[src/hdl/salt_pepper_noise_remover_defines.svh]
// Assertion macros shared by the salt and pepper noise remover RTL.
`ifndef SALT_PEPPER_NOISE_REMOVER_DEFINES_SVH
`define SALT_PEPPER_NOISE_REMOVER_DEFINES_SVH

// Same-cycle implication on clk, off while rst_n is low.
`define SPN_ASSERT_NOW(label, ante, cons, msg) \
    label: assert property (@(posedge clk) disable iff (!rst_n) (ante) |-> (cons)) \
        else $error(msg);

// Next-cycle implication on clk, off while rst_n is low.
`define SPN_ASSERT_NEXT(label, ante, cons, msg) \
    label: assert property (@(posedge clk) disable iff (!rst_n) (ante) |=> (cons)) \
        else $error(msg);

`endif

[src/hdl/spn_pkg.sv]
// Package: types, codes and constants of the salt and pepper noise remover.
`timescale 1ns / 1ps

package spn_pkg;

    localparam int SAMPLE_BITS    = 8;
    localparam int NEIGHBOURS     = 8;
    localparam int AVG_SHIFT      = 3;
    localparam int SUM_BITS       = SAMPLE_BITS + AVG_SHIFT;

    localparam int WIDTH_BITS     = 12;
    localparam int HEIGHT_BITS    = 16;
    localparam int MODE_BITS      = 2;
    localparam int TOL_BITS       = 8;
    localparam int CFG_INDEX_BITS = 3;
    localparam int CFG_DATA_BITS  = 16;

    localparam int OUT_DEPTH      = 8;
    localparam int OUT_PTR_BITS   = $clog2(OUT_DEPTH);
    localparam int OUT_CNT_BITS   = $clog2(OUT_DEPTH + 1);

    localparam logic [CFG_INDEX_BITS-1:0] CFG_FRAME_WIDTH  = 3'd0;
    localparam logic [CFG_INDEX_BITS-1:0] CFG_FRAME_HEIGHT = 3'd1;
    localparam logic [CFG_INDEX_BITS-1:0] CFG_NOISE_MODE   = 3'd2;
    localparam logic [CFG_INDEX_BITS-1:0] CFG_TOLERANCE    = 3'd3;
    localparam logic [CFG_INDEX_BITS-1:0] CFG_USE_AVERAGE  = 3'd4;

    localparam logic OP_PIXEL = 1'b0;
    localparam logic OP_DRAIN = 1'b1;

    localparam logic [WIDTH_BITS-1:0]  RST_FRAME_WIDTH  = 12'd1920;
    localparam logic [HEIGHT_BITS-1:0] RST_FRAME_HEIGHT = 16'd1080;
    localparam logic [MODE_BITS-1:0]   RST_NOISE_MODE   = 2'd3;
    localparam logic [TOL_BITS-1:0]    RST_TOLERANCE    = 8'd3;
    localparam logic                   RST_USE_AVERAGE  = 1'b1;

    typedef logic [SAMPLE_BITS-1:0] sample_t;

    typedef struct packed {
        logic    opcode;
        sample_t sample;
    } in_item_t;

    typedef struct packed {
        sample_t out_sample;
        logic    was_replaced;
        logic    noise_kind;
        logic    frame_last;
    } out_item_t;

    typedef struct packed {
        logic [WIDTH_BITS-1:0]  frame_width;
        logic [HEIGHT_BITS-1:0] frame_height;
        logic [MODE_BITS-1:0]   noise_mode;
        logic [TOL_BITS-1:0]    tolerance;
        logic                   use_average;
    } cfg_t;

    // one window column, top row first
    typedef struct packed {
        sample_t top;
        sample_t mid;
        sample_t bot;
    } col_t;

    // beat entering the line store read stage
    typedef struct packed {
        logic    pix;      // pixel: shift window, write back line store
        logic    res;      // beat yields a result
        logic    drain;    // result comes from a drain
        logic    use_win;  // drain value from newest window column
        logic    last;     // final result of the frame
        logic    inner;    // centre is an interior pixel
        sample_t sample;
    } s1_t;

endpackage

[src/hdl/spn_out_fifo.sv]
// Output queue of result beats, register array with head and tail pointers.
`timescale 1ns / 1ps

module spn_out_fifo
    import spn_pkg::*;
(
    input  logic                    clk,
    input  logic                    rst_n,
    input  logic                    push,
    input  out_item_t               push_item,
    input  logic                    pop,
    output logic                    head_valid,
    output out_item_t               head_item,
    output logic [OUT_CNT_BITS-1:0] count
);

    out_item_t                slot_reg [OUT_DEPTH];
    logic [OUT_PTR_BITS-1:0]  wr_ptr_reg;
    logic [OUT_PTR_BITS-1:0]  rd_ptr_reg;
    logic [OUT_CNT_BITS-1:0]  count_reg;
    logic                     do_pop;

    assign head_valid = count_reg != '0;
    assign head_item  = slot_reg[rd_ptr_reg];
    assign count      = count_reg;
    assign do_pop     = pop && head_valid;

    always_ff @(posedge clk)
    begin
        if (push)
        begin
            slot_reg[wr_ptr_reg] <= push_item;
        end
    end

    always_ff @(posedge clk or negedge rst_n)
    begin
        if (!rst_n)
        begin
            wr_ptr_reg <= '0;
            rd_ptr_reg <= '0;
            count_reg  <= '0;
        end
        else
        begin
            if (push)
            begin
                wr_ptr_reg <= wr_ptr_reg + OUT_PTR_BITS'(1);
            end
            if (do_pop)
            begin
                rd_ptr_reg <= rd_ptr_reg + OUT_PTR_BITS'(1);
            end
            if (push && !do_pop)
            begin
                count_reg <= count_reg + OUT_CNT_BITS'(1);
            end
            else if (!push && do_pop)
            begin
                count_reg <= count_reg - OUT_CNT_BITS'(1);
            end
        end
    end

endmodule

[config.mk]
export PLATFORM = sky130hd
export DESIGN_NAME = spn_out_fifo
export DESIGN_NICKNAME = d
export VERILOG_FILES = /design/src/hdl/salt_pepper_noise_remover_defines.svh /design/src/hdl/spn_pkg.sv /design/src/hdl/spn_out_fifo.sv
export SDC_FILE = /design/constraint.sdc
export NUM_CORES = 1
export LEC_CHECK = 0
export ABC_CLOCK_PERIOD_IN_PS = 2800
export BUFFER_PORTS_ARGS = -buffer_cell sky130_fd_sc_hd__buf_2
export CAP_MARGIN = 5
export CORE_ASPECT_RATIO = 0.6
export CORE_MARGIN = 2
export CORE_UTILIZATION = 62
export CTS_BUF_LIST = sky130_fd_sc_hd__clkbuf_8
export CTS_CLUSTER_SIZE = 10
export DETAILED_ROUTE_END_ITERATION = 6
export PLACE_DENSITY = 0.92
export SLEW_MARGIN = 20
export SYNTH_ARGS = -nofsm -noshare
export SYNTH_HDL_FRONTEND = slang
export SYNTH_SLANG_ARGS = --single-unit
[constraint.sdc]
create_clock -name clk -period 2.8 [get_ports clk]
set_input_delay 0.28 -clock clk [delete_from_list [all_inputs] [get_ports clk]]
set_output_delay 0.28 -clock clk [all_outputs]
set_load 0.1 [all_outputs]
==> results.md <==
* Most frequent cells in the layout: edfxtp_1, buf_2, mux4_1, mux2_2, buf_4
* DR pass1 iterations at 5
* Worst-Margin Slew at 0.6518 ns
* Die area at 0.007108 mm²
* Area contributors post-synth: edfxtp_1, mux4_1, dfrtp_1
* Max-cap violations at 0
* Fmax at 395.8 MHz
* Worst EP arrival at 2.77 ns
* Clock sink count at 98
* Dpl hpwl at 4550 µm
* Initial core utilization at 64.65%
* Critical path peak fanout at 6
* Ys Warns at 0
* Worst slew margin at 56.55%
* Initial DRC count at 191
* Seq/Total Area, Yosys at 72.57%
* Via count of the first global-routing pass at 1899
* Initial antenna violation count at 0
* Gr usage total at 21.95%
* H-tree levels at 3
* Syn nets at 207
* Die width at 107.5 µm
* Via count at 1897
* Critical Path RT at 3.05 ns
* Port-buffer cells at 30
* Clk root buf: clkbuf_8
* Core ar. at 0.006166 mm²
* Setup TNS at 0 ns
* Slew Limit Fails at 0
* Wire per inst at 21.09 µm
* CTS tree: built
* Kind of start point of the critical path: flop
* Synth top area share at 66.29%
* RSZ-0062 raised after global routing: false
* Post-placement cell area at 0.004325 mm²
* Tmin final at 2.526 ns
* Final setup vio count at 0
* Final Core Density at 73.92%
* Syn Area/Cell at 21.43 µm²
* Vias per cell at 5.891
* Post-route clock period utilization at 90.23%
* Pre-CTS setup slack at 0.2759 ns
* FF+latch count, synth at 98
* Worst-path clk slew at 0.09 ns
* TritonCTS buffer count at 9
* # resized after CTS at 0
* Finished Cell Area at 0.004558 mm²
* Largest register FFs at 88
* Leading area contributor after synthesis: edfxtp_1
* Worst Slack Setup Final at 0.2736 ns
* Global-route wire length before repair at 10740 µm
* Die H at 66.11 µm
* Layout Nets at 254
* Fill count at 363
* HP Class: in2reg
* Syn-to-layout area delta at 14.34%
* DRT antenna net count at 0
* Synth cell types at 27
* Clock latency at the later pin of the worst-skew pair at 0.36 ns
* Overflow after GRT at 0
* Clock Skew at 0.005281 ns
* # diodes at 0
* Crit end category: flop
* Largest net degree at the start of global routing at 18
* Most common cell after layout, fill and taps aside: edfxtp_1
* Crit path kind: reg2reg
* RePlAce Congestion at 0.7452
* Standard-cell rows at 22
* CTS Buffer Depth at 2
* Final hold viol count at 0
* Io pins at 31
* DRT Wirelength at 6792 µm
* Status: finished, final reports clean
* Mapped Area at 0.003986 mm²
* Post-Syn Instances at 186
* Share of layout cells above drive strength 1 at 34.45%
* # DRC at 0
-- area by class of cell --
class	instances	area (µm²)	area share, %
sequential	98	2903	63.68
timing repair buffer	43	250.2	5.490
clock buffer	9	123.9	2.718
tap	84	105.1	2.306
clock inverter	7	98.84	2.169
multi-input combinational	80	1074	23.55
inverter	1	3.754	0.08235
-- logic make-up (layout without fill, tap and decap cells) --
logic type / count (synthesis) / after routing / share of synthesized area, %
buffers and inverters: 8 / 60 / 1.318
xor gates and xnor gates: 6 / 6 / 1.318
muxes: 37 / 37 / 18.52
DFF: 98 / 98 / 72.57
AOI/OAI and AO/OA: 6 / 6 / 1.036
adders and majority gates: 6 / 6 / 2.072
and+or+nand+nor: 25 / 25 / 3.170
-- Yosys cell counts --
| master | instances |
|---|---|
| ha_1 | 5 |
| mux4_1 | 20 |
| inv_1 | 1 |
| mux2i_1 | 1 |
| or4_4 | 1 |
| buf_1 | 1 |
| nand2_1 | 6 |
| clkbuf_1 | 3 |
| nand3b_1 | 1 |
| a21oi_1 | 2 |
| xnor2_1 | 5 |
| buf_6 | 3 |
| mux2_2 | 14 |
| mux4_2 | 2 |
| or3_1 | 1 |
| dfrtp_1 | 10 |
| edfxtp_1 | 88 |
| or4_1 | 1 |
| fa_1 | 1 |
| o211ai_1 | 2 |
| o21ai_0 | 1 |
| nand2b_1 | 3 |
| nor3_1 | 3 |
| a2111o_1 | 1 |
| nor2_1 | 6 |
| nand3_1 | 3 |
| xor2_1 | 1 |
-- timing repair --
item,CTS,global route
endpoints found under the hold margin,10,0
endpoints found under the setup margin,0,0
setup buffers,0,0
hold buffers,1,0
-- routing by layer --
layer  global-route usage (%)  routed length (µm)  vias to the layer above
met3                    5.616                 380                       10
met5                        0                   0                        -
met1                    30.74                2994                      964
met4                    6.891                  95                        0
met2                    34.75                3322                       53
li1                         -                   -                      870
-- final timing paths --
check / from / to / slack, ns / cells after the start
max in group asynchronous: rst_n / count[2]$_DFFE_PN0P_ / 2.27 / 2
hold reg to reg: wr_ptr_reg[1]$_DFFE_PN0P_ / wr_ptr_reg[1]$_DFFE_PN0P_ / 0.57 / 1
min in group asynchronous: rst_n / rd_ptr_reg[2]$_DFFE_PN0P_ / 0.31 / 2
setup / recovery: count[2]$_DFFE_PN0P_ / count[3]$_DFFE_PN0P_ / 0.27 / 8
setup reg to reg: count[2]$_DFFE_PN0P_ / count[3]$_DFFE_PN0P_ / 0.27 / 8
hold / removal: push_item[6] / slot_reg[4][6]$_DFFE_PP_ / 0.18 / 1
-- worst max-delay path: stages, from the launching register on --
cell      delay, ns
dfrtp_4        0.51
or4_4          0.58
nand2_4        0.11
ha_4           0.16
inv_1          0.12
ha_4           0.26
or4_1          0.47
o211ai_1       0.11
o211ai_1       0.10
-- per-stage QoR --
stage                     instances  hold slack, ns
final                           322          0.1824
after global routing            322          0.1812
after CTS                       322          0.1752
after detailed placement        305          0.1524
after global placement          305          0.1550
after floorplan                 186        -0.01559
Power is not shown: default switching activity piles up to over one toggle a cycle in this logic, so the estimate is an artifact.
