## src/hdl/salt_pepper_noise_remover_defines.svh

```systemverilog
// Assertion macros shared by the salt and pepper noise remover RTL.
`ifndef SALT_PEPPER_NOISE_REMOVER_DEFINES_SVH
`define SALT_PEPPER_NOISE_REMOVER_DEFINES_SVH

// Same-cycle implication on clk, off while rst_n is low.
`define SPN_ASSERT_NOW(label, ante, cons, msg) \
    label: assert property (@(posedge clk) disable iff (!rst_n) (ante) |-> (cons)) \
        else $error(msg);

// Next-cycle implication on clk, off while rst_n is low.
`define SPN_ASSERT_NEXT(label, ante, cons, msg) \
    label: assert property (@(posedge clk) disable iff (!rst_n) (ante) |=> (cons)) \
        else $error(msg);

`endif

```

## src/hdl/spn_pkg.sv

```systemverilog
// Package: types, codes and constants of the salt and pepper noise remover.
`timescale 1ns / 1ps

package spn_pkg;

    localparam int SAMPLE_BITS    = 8;
    localparam int NEIGHBOURS     = 8;
    localparam int AVG_SHIFT      = 3;
    localparam int SUM_BITS       = SAMPLE_BITS + AVG_SHIFT;

    localparam int WIDTH_BITS     = 12;
    localparam int HEIGHT_BITS    = 16;
    localparam int MODE_BITS      = 2;
    localparam int TOL_BITS       = 8;
    localparam int CFG_INDEX_BITS = 3;
    localparam int CFG_DATA_BITS  = 16;

    localparam int OUT_DEPTH      = 8;
    localparam int OUT_PTR_BITS   = $clog2(OUT_DEPTH);
    localparam int OUT_CNT_BITS   = $clog2(OUT_DEPTH + 1);

    localparam logic [CFG_INDEX_BITS-1:0] CFG_FRAME_WIDTH  = 3'd0;
    localparam logic [CFG_INDEX_BITS-1:0] CFG_FRAME_HEIGHT = 3'd1;
    localparam logic [CFG_INDEX_BITS-1:0] CFG_NOISE_MODE   = 3'd2;
    localparam logic [CFG_INDEX_BITS-1:0] CFG_TOLERANCE    = 3'd3;
    localparam logic [CFG_INDEX_BITS-1:0] CFG_USE_AVERAGE  = 3'd4;

    localparam logic OP_PIXEL = 1'b0;
    localparam logic OP_DRAIN = 1'b1;

    localparam logic [WIDTH_BITS-1:0]  RST_FRAME_WIDTH  = 12'd1920;
    localparam logic [HEIGHT_BITS-1:0] RST_FRAME_HEIGHT = 16'd1080;
    localparam logic [MODE_BITS-1:0]   RST_NOISE_MODE   = 2'd3;
    localparam logic [TOL_BITS-1:0]    RST_TOLERANCE    = 8'd3;
    localparam logic                   RST_USE_AVERAGE  = 1'b1;

    typedef logic [SAMPLE_BITS-1:0] sample_t;

    typedef struct packed {
        logic    opcode;
        sample_t sample;
    } in_item_t;

    typedef struct packed {
        sample_t out_sample;
        logic    was_replaced;
        logic    noise_kind;
        logic    frame_last;
    } out_item_t;

    typedef struct packed {
        logic [WIDTH_BITS-1:0]  frame_width;
        logic [HEIGHT_BITS-1:0] frame_height;
        logic [MODE_BITS-1:0]   noise_mode;
        logic [TOL_BITS-1:0]    tolerance;
        logic                   use_average;
    } cfg_t;

    // one window column, top row first
    typedef struct packed {
        sample_t top;
        sample_t mid;
        sample_t bot;
    } col_t;

    // beat entering the line store read stage
    typedef struct packed {
        logic    pix;      // pixel: shift window, write back line store
        logic    res;      // beat yields a result
        logic    drain;    // result comes from a drain
        logic    use_win;  // drain value from newest window column
        logic    last;     // final result of the frame
        logic    inner;    // centre is an interior pixel
        sample_t sample;
    } s1_t;

endpackage

```

## src/hdl/spn_window_filter.sv

```systemverilog
// 3x3 window registers, neighbour reduction stage and salt/pepper decision stage.
`timescale 1ns / 1ps

module spn_window_filter
    import spn_pkg::*;
(
    input  logic                     clk,
    input  logic                     rst_n,
    input  s1_t                      s1,
    input  logic [2*SAMPLE_BITS-1:0] rd_data,
    input  cfg_t                     cfg,
    output logic [1:0]               inflight,
    output logic                     push,
    output out_item_t                push_item
);

    localparam int EXT = SAMPLE_BITS + 1;

    col_t                win_reg [3];

    logic                s2_valid_reg;
    logic                s2_drain_reg;
    logic                s2_inner_reg;
    logic                s2_last_reg;
    sample_t             s2_val_reg;

    logic                s3_valid_reg;
    logic                s3_inner_reg;
    logic                s3_last_reg;
    sample_t             s3_centre_reg;
    sample_t             s3_max_reg;
    sample_t             s3_min_reg;
    logic [SUM_BITS-1:0] s3_sum_reg;

    sample_t             nb [NEIGHBOURS];
    sample_t             nb_max;
    sample_t             nb_min;
    logic [SUM_BITS-1:0] nb_sum;
    sample_t             avg;
    logic                salt;
    logic                pepper;

    assign inflight = {1'b0, s2_valid_reg} + {1'b0, s3_valid_reg};

    // stage 1: line store data arrives, window shifts
    always_ff @(posedge clk)
    begin
        if (s1.pix)
        begin
            win_reg[0] <= win_reg[1];
            win_reg[1] <= win_reg[2];
            win_reg[2] <= '{top: rd_data[2*SAMPLE_BITS-1:SAMPLE_BITS],
                            mid: rd_data[SAMPLE_BITS-1:0],
                            bot: s1.sample};
        end
        s2_drain_reg <= s1.drain;
        s2_inner_reg <= s1.inner;
        s2_last_reg  <= s1.last;
        s2_val_reg   <= s1.use_win ? win_reg[2].mid : rd_data[SAMPLE_BITS-1:0];
    end

    // stage 2: neighbour max, min and sum
    always_comb
    begin
        nb[0]  = win_reg[0].top;
        nb[1]  = win_reg[0].mid;
        nb[2]  = win_reg[0].bot;
        nb[3]  = win_reg[1].top;
        nb[4]  = win_reg[1].bot;
        nb[5]  = win_reg[2].top;
        nb[6]  = win_reg[2].mid;
        nb[7]  = win_reg[2].bot;
        nb_max = '0;
        nb_min = '1;
        nb_sum = '0;
        for (int k = 0; k < NEIGHBOURS; k++)
        begin
            if (nb[k] > nb_max)
            begin
                nb_max = nb[k];
            end
            if (nb[k] < nb_min)
            begin
                nb_min = nb[k];
            end
            nb_sum = nb_sum + SUM_BITS'(nb[k]);
        end
    end

    always_ff @(posedge clk)
    begin
        s3_inner_reg  <= s2_inner_reg;
        s3_last_reg   <= s2_last_reg;
        s3_centre_reg <= s2_drain_reg ? s2_val_reg : win_reg[1].mid;
        s3_max_reg    <= nb_max;
        s3_min_reg    <= nb_min;
        s3_sum_reg    <= nb_sum;
    end

    always_ff @(posedge clk or negedge rst_n)
    begin
        if (!rst_n)
        begin
            s2_valid_reg <= 1'b0;
            s3_valid_reg <= 1'b0;
        end
        else
        begin
            s2_valid_reg <= s1.res;
            s3_valid_reg <= s2_valid_reg;
        end
    end

    // stage 3: detect and replace, compares widened so nothing wraps
    always_comb
    begin
        salt   = cfg.noise_mode[0] &&
                 ({1'b0, s3_centre_reg} > ({1'b0, s3_max_reg} + EXT'(cfg.tolerance)));
        pepper = cfg.noise_mode[1] &&
                 (({1'b0, s3_centre_reg} + EXT'(cfg.tolerance)) < {1'b0, s3_min_reg});
        avg    = s3_sum_reg[SUM_BITS-1:AVG_SHIFT];
        push_item.out_sample   = s3_centre_reg;
        push_item.was_replaced = 1'b0;
        push_item.noise_kind   = 1'b0;
        push_item.frame_last   = s3_last_reg;
        if (s3_inner_reg && salt)
        begin
            push_item.out_sample   = cfg.use_average ? avg : s3_max_reg;
            push_item.was_replaced = 1'b1;
        end
        else if (s3_inner_reg && pepper)
        begin
            push_item.out_sample   = cfg.use_average ? avg : s3_min_reg;
            push_item.was_replaced = 1'b1;
            push_item.noise_kind   = 1'b1;
        end
    end

    assign push = s3_valid_reg;

endmodule

```

## config.mk

```make
export PLATFORM = sky130hd
export DESIGN_NAME = spn_window_filter
export DESIGN_NICKNAME = d
export VERILOG_FILES = /design/src/hdl/salt_pepper_noise_remover_defines.svh /design/src/hdl/spn_pkg.sv /design/src/hdl/spn_window_filter.sv
export SDC_FILE = /design/constraint.sdc
export NUM_CORES = 1
export LEC_CHECK = 0
export BUFFER_PORTS_ARGS = -buffer_cell sky130_fd_sc_hd__buf_4
export CAP_MARGIN = 15
export CORE_UTILIZATION = 40
export CTS_CLUSTER_DIAMETER = 100
export CTS_CLUSTER_SIZE = 30
export DETAILED_ROUTE_END_ITERATION = 10
export RECOVER_POWER = 50
export SYNTH_ARGS = -nofsm -noshare
export SYNTH_HDL_FRONTEND = slang
export SYNTH_SLANG_ARGS = --single-unit
```

## constraint.sdc

```tcl
create_clock -name clk -period 28.3 [get_ports clk]
set_clock_uncertainty 0.05 [all_clocks]
set_input_delay 2.83 -clock clk [delete_from_list [all_inputs] [get_ports clk]]
set_output_delay 2.83 -clock clk [all_outputs]
set_load 0.02 [all_outputs]
```

==> impl_metrics.ini <==
[setup_path]
rr_worst_depth = 58
crit_start = win_reg[0][14]
arrival_ns = 14.53
rrSetupSlack_ns = 13.96
slowest_stage = o311ai_1
cp.required_ns = 28.50
worst_path_dominant_cell_family = compound AO/OA/AOI/OAI gates
reg2reg_from = win_reg[0][14]
path_buf_inv = 2
regToRegEndpoint = s3_max_reg[7]
cp_max_fo = 13
endpoint = s3_max_reg[7]
endpoint_kind = flop
crit_path_frequent_cell = ha_1
cp-start-kind = flop
cp_num_cells = 58
critPathMaxStageDelay_ns = 0.61
critPathKind = flop to flop

[routing]
totalWireLength_um = 25300
vias = 7446
vias_per_cell = 5.33
drc = 0
wl_per_cell_um = 18.1
first_pass_iters = 5
drt_iter0_markers = 431
antenna_left = 0

[global_route]
grt_max_degree = 73
grtUsageTotal_pct = 20.7
grt_overflow = 0
antenna_found_initial = 0
grt_pass1_wl_um = 40300
grt_pass1_vias = 7455

[cells_and_area]
multi_input_area_um2 = 6410
area_growth_pct = 13.2
finalNetCount = 1317
drive_above_1_share_pct = 13.6
instances_no_fill = 1397
regArea_um2 = 3110
antenna-diode-count = 0
stdcell_area_um2 = 11400
fillers = 2361
largest_register_ffs = 72
utilization_pct = 46.5

[timing]
fin_crit_sh_pct = 50.7
fmax_mhz = 69.8
setup_viol_count_final = 0
tns_ns = 0
slew_viol_final = 73
tightest_slew_ns = 4.17
slew_headroom_pct = -178
rsz0062_at_grt = false
finalWorstPathRequiredPeriod_ns = 14.34
hold_viol_final = 0

[synthesis]
ys_seq_elements = 119
synth_seq_area_share_pct = 30.9
synth_edf_count = 72
synth_area_per_cell_um2 = 10.1
mappedNetlistArea_um2 = 10100
async_reset_ff_share_pct = 1.68
ys.warnings.count = 0
yosys.area_share.simple_pct = 10.7
synth_xor_area_share_pct = 1.65
synth_fa_ha_area_share_pct = 26.7
synth-compound-area-share_pct = 14.6
syn_nets = 1256
synth_cells = 999
synth_top_family_by_area = adder cells
synth-main-ff-cell = edfxtp_1
synth_mux_area_share_pct = 9.97
ys_types = 77

[run_status]
violations = max-capacitance violations, max-slew violations
status = complete, but fails checks

[cts]
worstSkewPairLatency_ns = 0.43
cts.sinks = 119
cts_resized = 0
hold_buffers = 0
cts_max_level = 4
clockRootBuffer = clkbuf_16
clk_pin_slew_ns = 0.06
cts_tree = built
post_cts_buffers = 0
clock_path_buffers = 2
numCtsBuffers = 17

[power_and_ir_drop]
p_leak_nw = 5.30
power_density_nw_per_um2 = 110
ir_worst_vdd_mv = 0.0906

[die]
die-area_um2 = 25800
core_area_um2 = 24500
die_h_um = 161
io_pins = 85
rows = 57
die_w_um = 161
initial_core_util_pct = 41.1

[placed_design]
port_buffers = 56
place_congestion = 0.886
placed_cell_area_um2 = 10800
dp.cells = 1364
dpl.hpwl_um = 20500

[worst_hold_path]
worstHoldPathType = flop to flop

[run]
cap_violations = 1
cell type report:
class	count	share of cell area, %
clock inverter	12	0.921
timing repair buffer	58	3.63
inverter	130	4.28
sequential	119	27.3
multi-input combinational	734	56.2
clock buffer	20	4.20
tap	324	3.55
power breakdown:
group	switching, W	total, W	internal, W	leakage, nW
clock	0.0000882	0.000213	0.000125	0.286
combinational	0.000444	0.000793	0.000349	3.90
sequential	0.0000291	0.000252	0.000222	1.11
per-stage QoR:
stage,hold WS [ns],setup WS [ns],total power (W)
final,0.286,13.96,0.00126
after global routing,0.296,13.00,0.00138
after CTS,0.288,14.12,0.00126
after detailed placement,0.273,14.18,0.00104
after global placement,0.264,14.20,0.00103
after floorplan,0.260,16.18,0.000855
layout by cell type, fill, tap and decap left out, types with 4 or more instances in the layout:
master,count
nand3_1,17
nand4_1,11
a21o_1,29
a21oi_1,65
o211ai_1,14
inv_6,5
xor2_1,5
clkbuf_4,26
mux2_2,43
buf_4,26
ha_1,138
inv_1,129
xnor2_1,14
a31oi_1,4
nor2b_1,23
nand2b_1,15
clkbuf_16,19
nand2_1,60
o311ai_1,6
nor2_1,41
and3_1,6
mux2i_1,48
nor3b_1,7
edfxtp_1,72
fa_1,48
o21bai_1,8
clkbuf_1,6
o21a_1,4
dfxtp_1,45
o21ai_0,55
a211o_1,6
nor3_1,7
routing by layer:
layer | vias up | wire (um) | GRT usage, %
met5 | - | 0 | 0
met4 | 0 | 456 | 6.43
met3 | 30 | 819 | 3.05
met2 | 143 | 12000 | 34.4
met1 | 3563 | 12000 | 27.6
li1 | 3710 | - | -
Yosys cell counts (3+ instances only):
cell type,count,area share (%)
a31oi_1,4,0.25
a21o_1,29,2.2
o21a_1,4,0.30
mux2_2,44,4.9
xor2_1,5,0.43
mux2i_1,48,4.8
nand3_1,17,0.84
nor2_4,3,0.34
nor2_1,41,1.5
a21boi_0,3,0.22
nor3b_1,7,0.52
fa_1,48,9.5
nand4_1,11,0.68
clkbuf_1,12,0.45
ha_1,138,17
and2_1,3,0.19
dfxtp_1,45,8.9
a211o_1,6,0.52
xnor2_1,14,1.2
o211ai_1,14,1.0
inv_1,129,4.8
o311ai_1,6,0.52
a21oi_1,65,3.2
o21ai_0,55,2.7
nand2_1,60,2.2
o21bai_1,8,0.60
edfxtp_1,72,21
nor2b_1,23,1.4
nor3_1,7,0.35
nand2b_1,15,0.93
and3_1,6,0.37
worst min path at each step:
stage                   endpoint          from  cells past startpoint
detailed placement   s3_last_reg   s2_last_reg                      0
global route        s3_inner_reg  s2_inner_reg                      0
CTS                  s3_last_reg   s2_last_reg                      0
floorplan           s3_inner_reg  s2_inner_reg                      0
finish               s3_last_reg   s2_last_reg                      0
global placement    s3_inner_reg  s2_inner_reg                      0
logic make-up after synthesis:
logic type | after synthesis
and+or+nand+nor | 209
buffers and inverters | 146
AOI/OAI and AO/OA | 226
muxes | 94
DFF | 119
adders and majority gates | 186
xor gates and xnor gates | 19
Note: power is estimated with default switching activity, not from simulation.
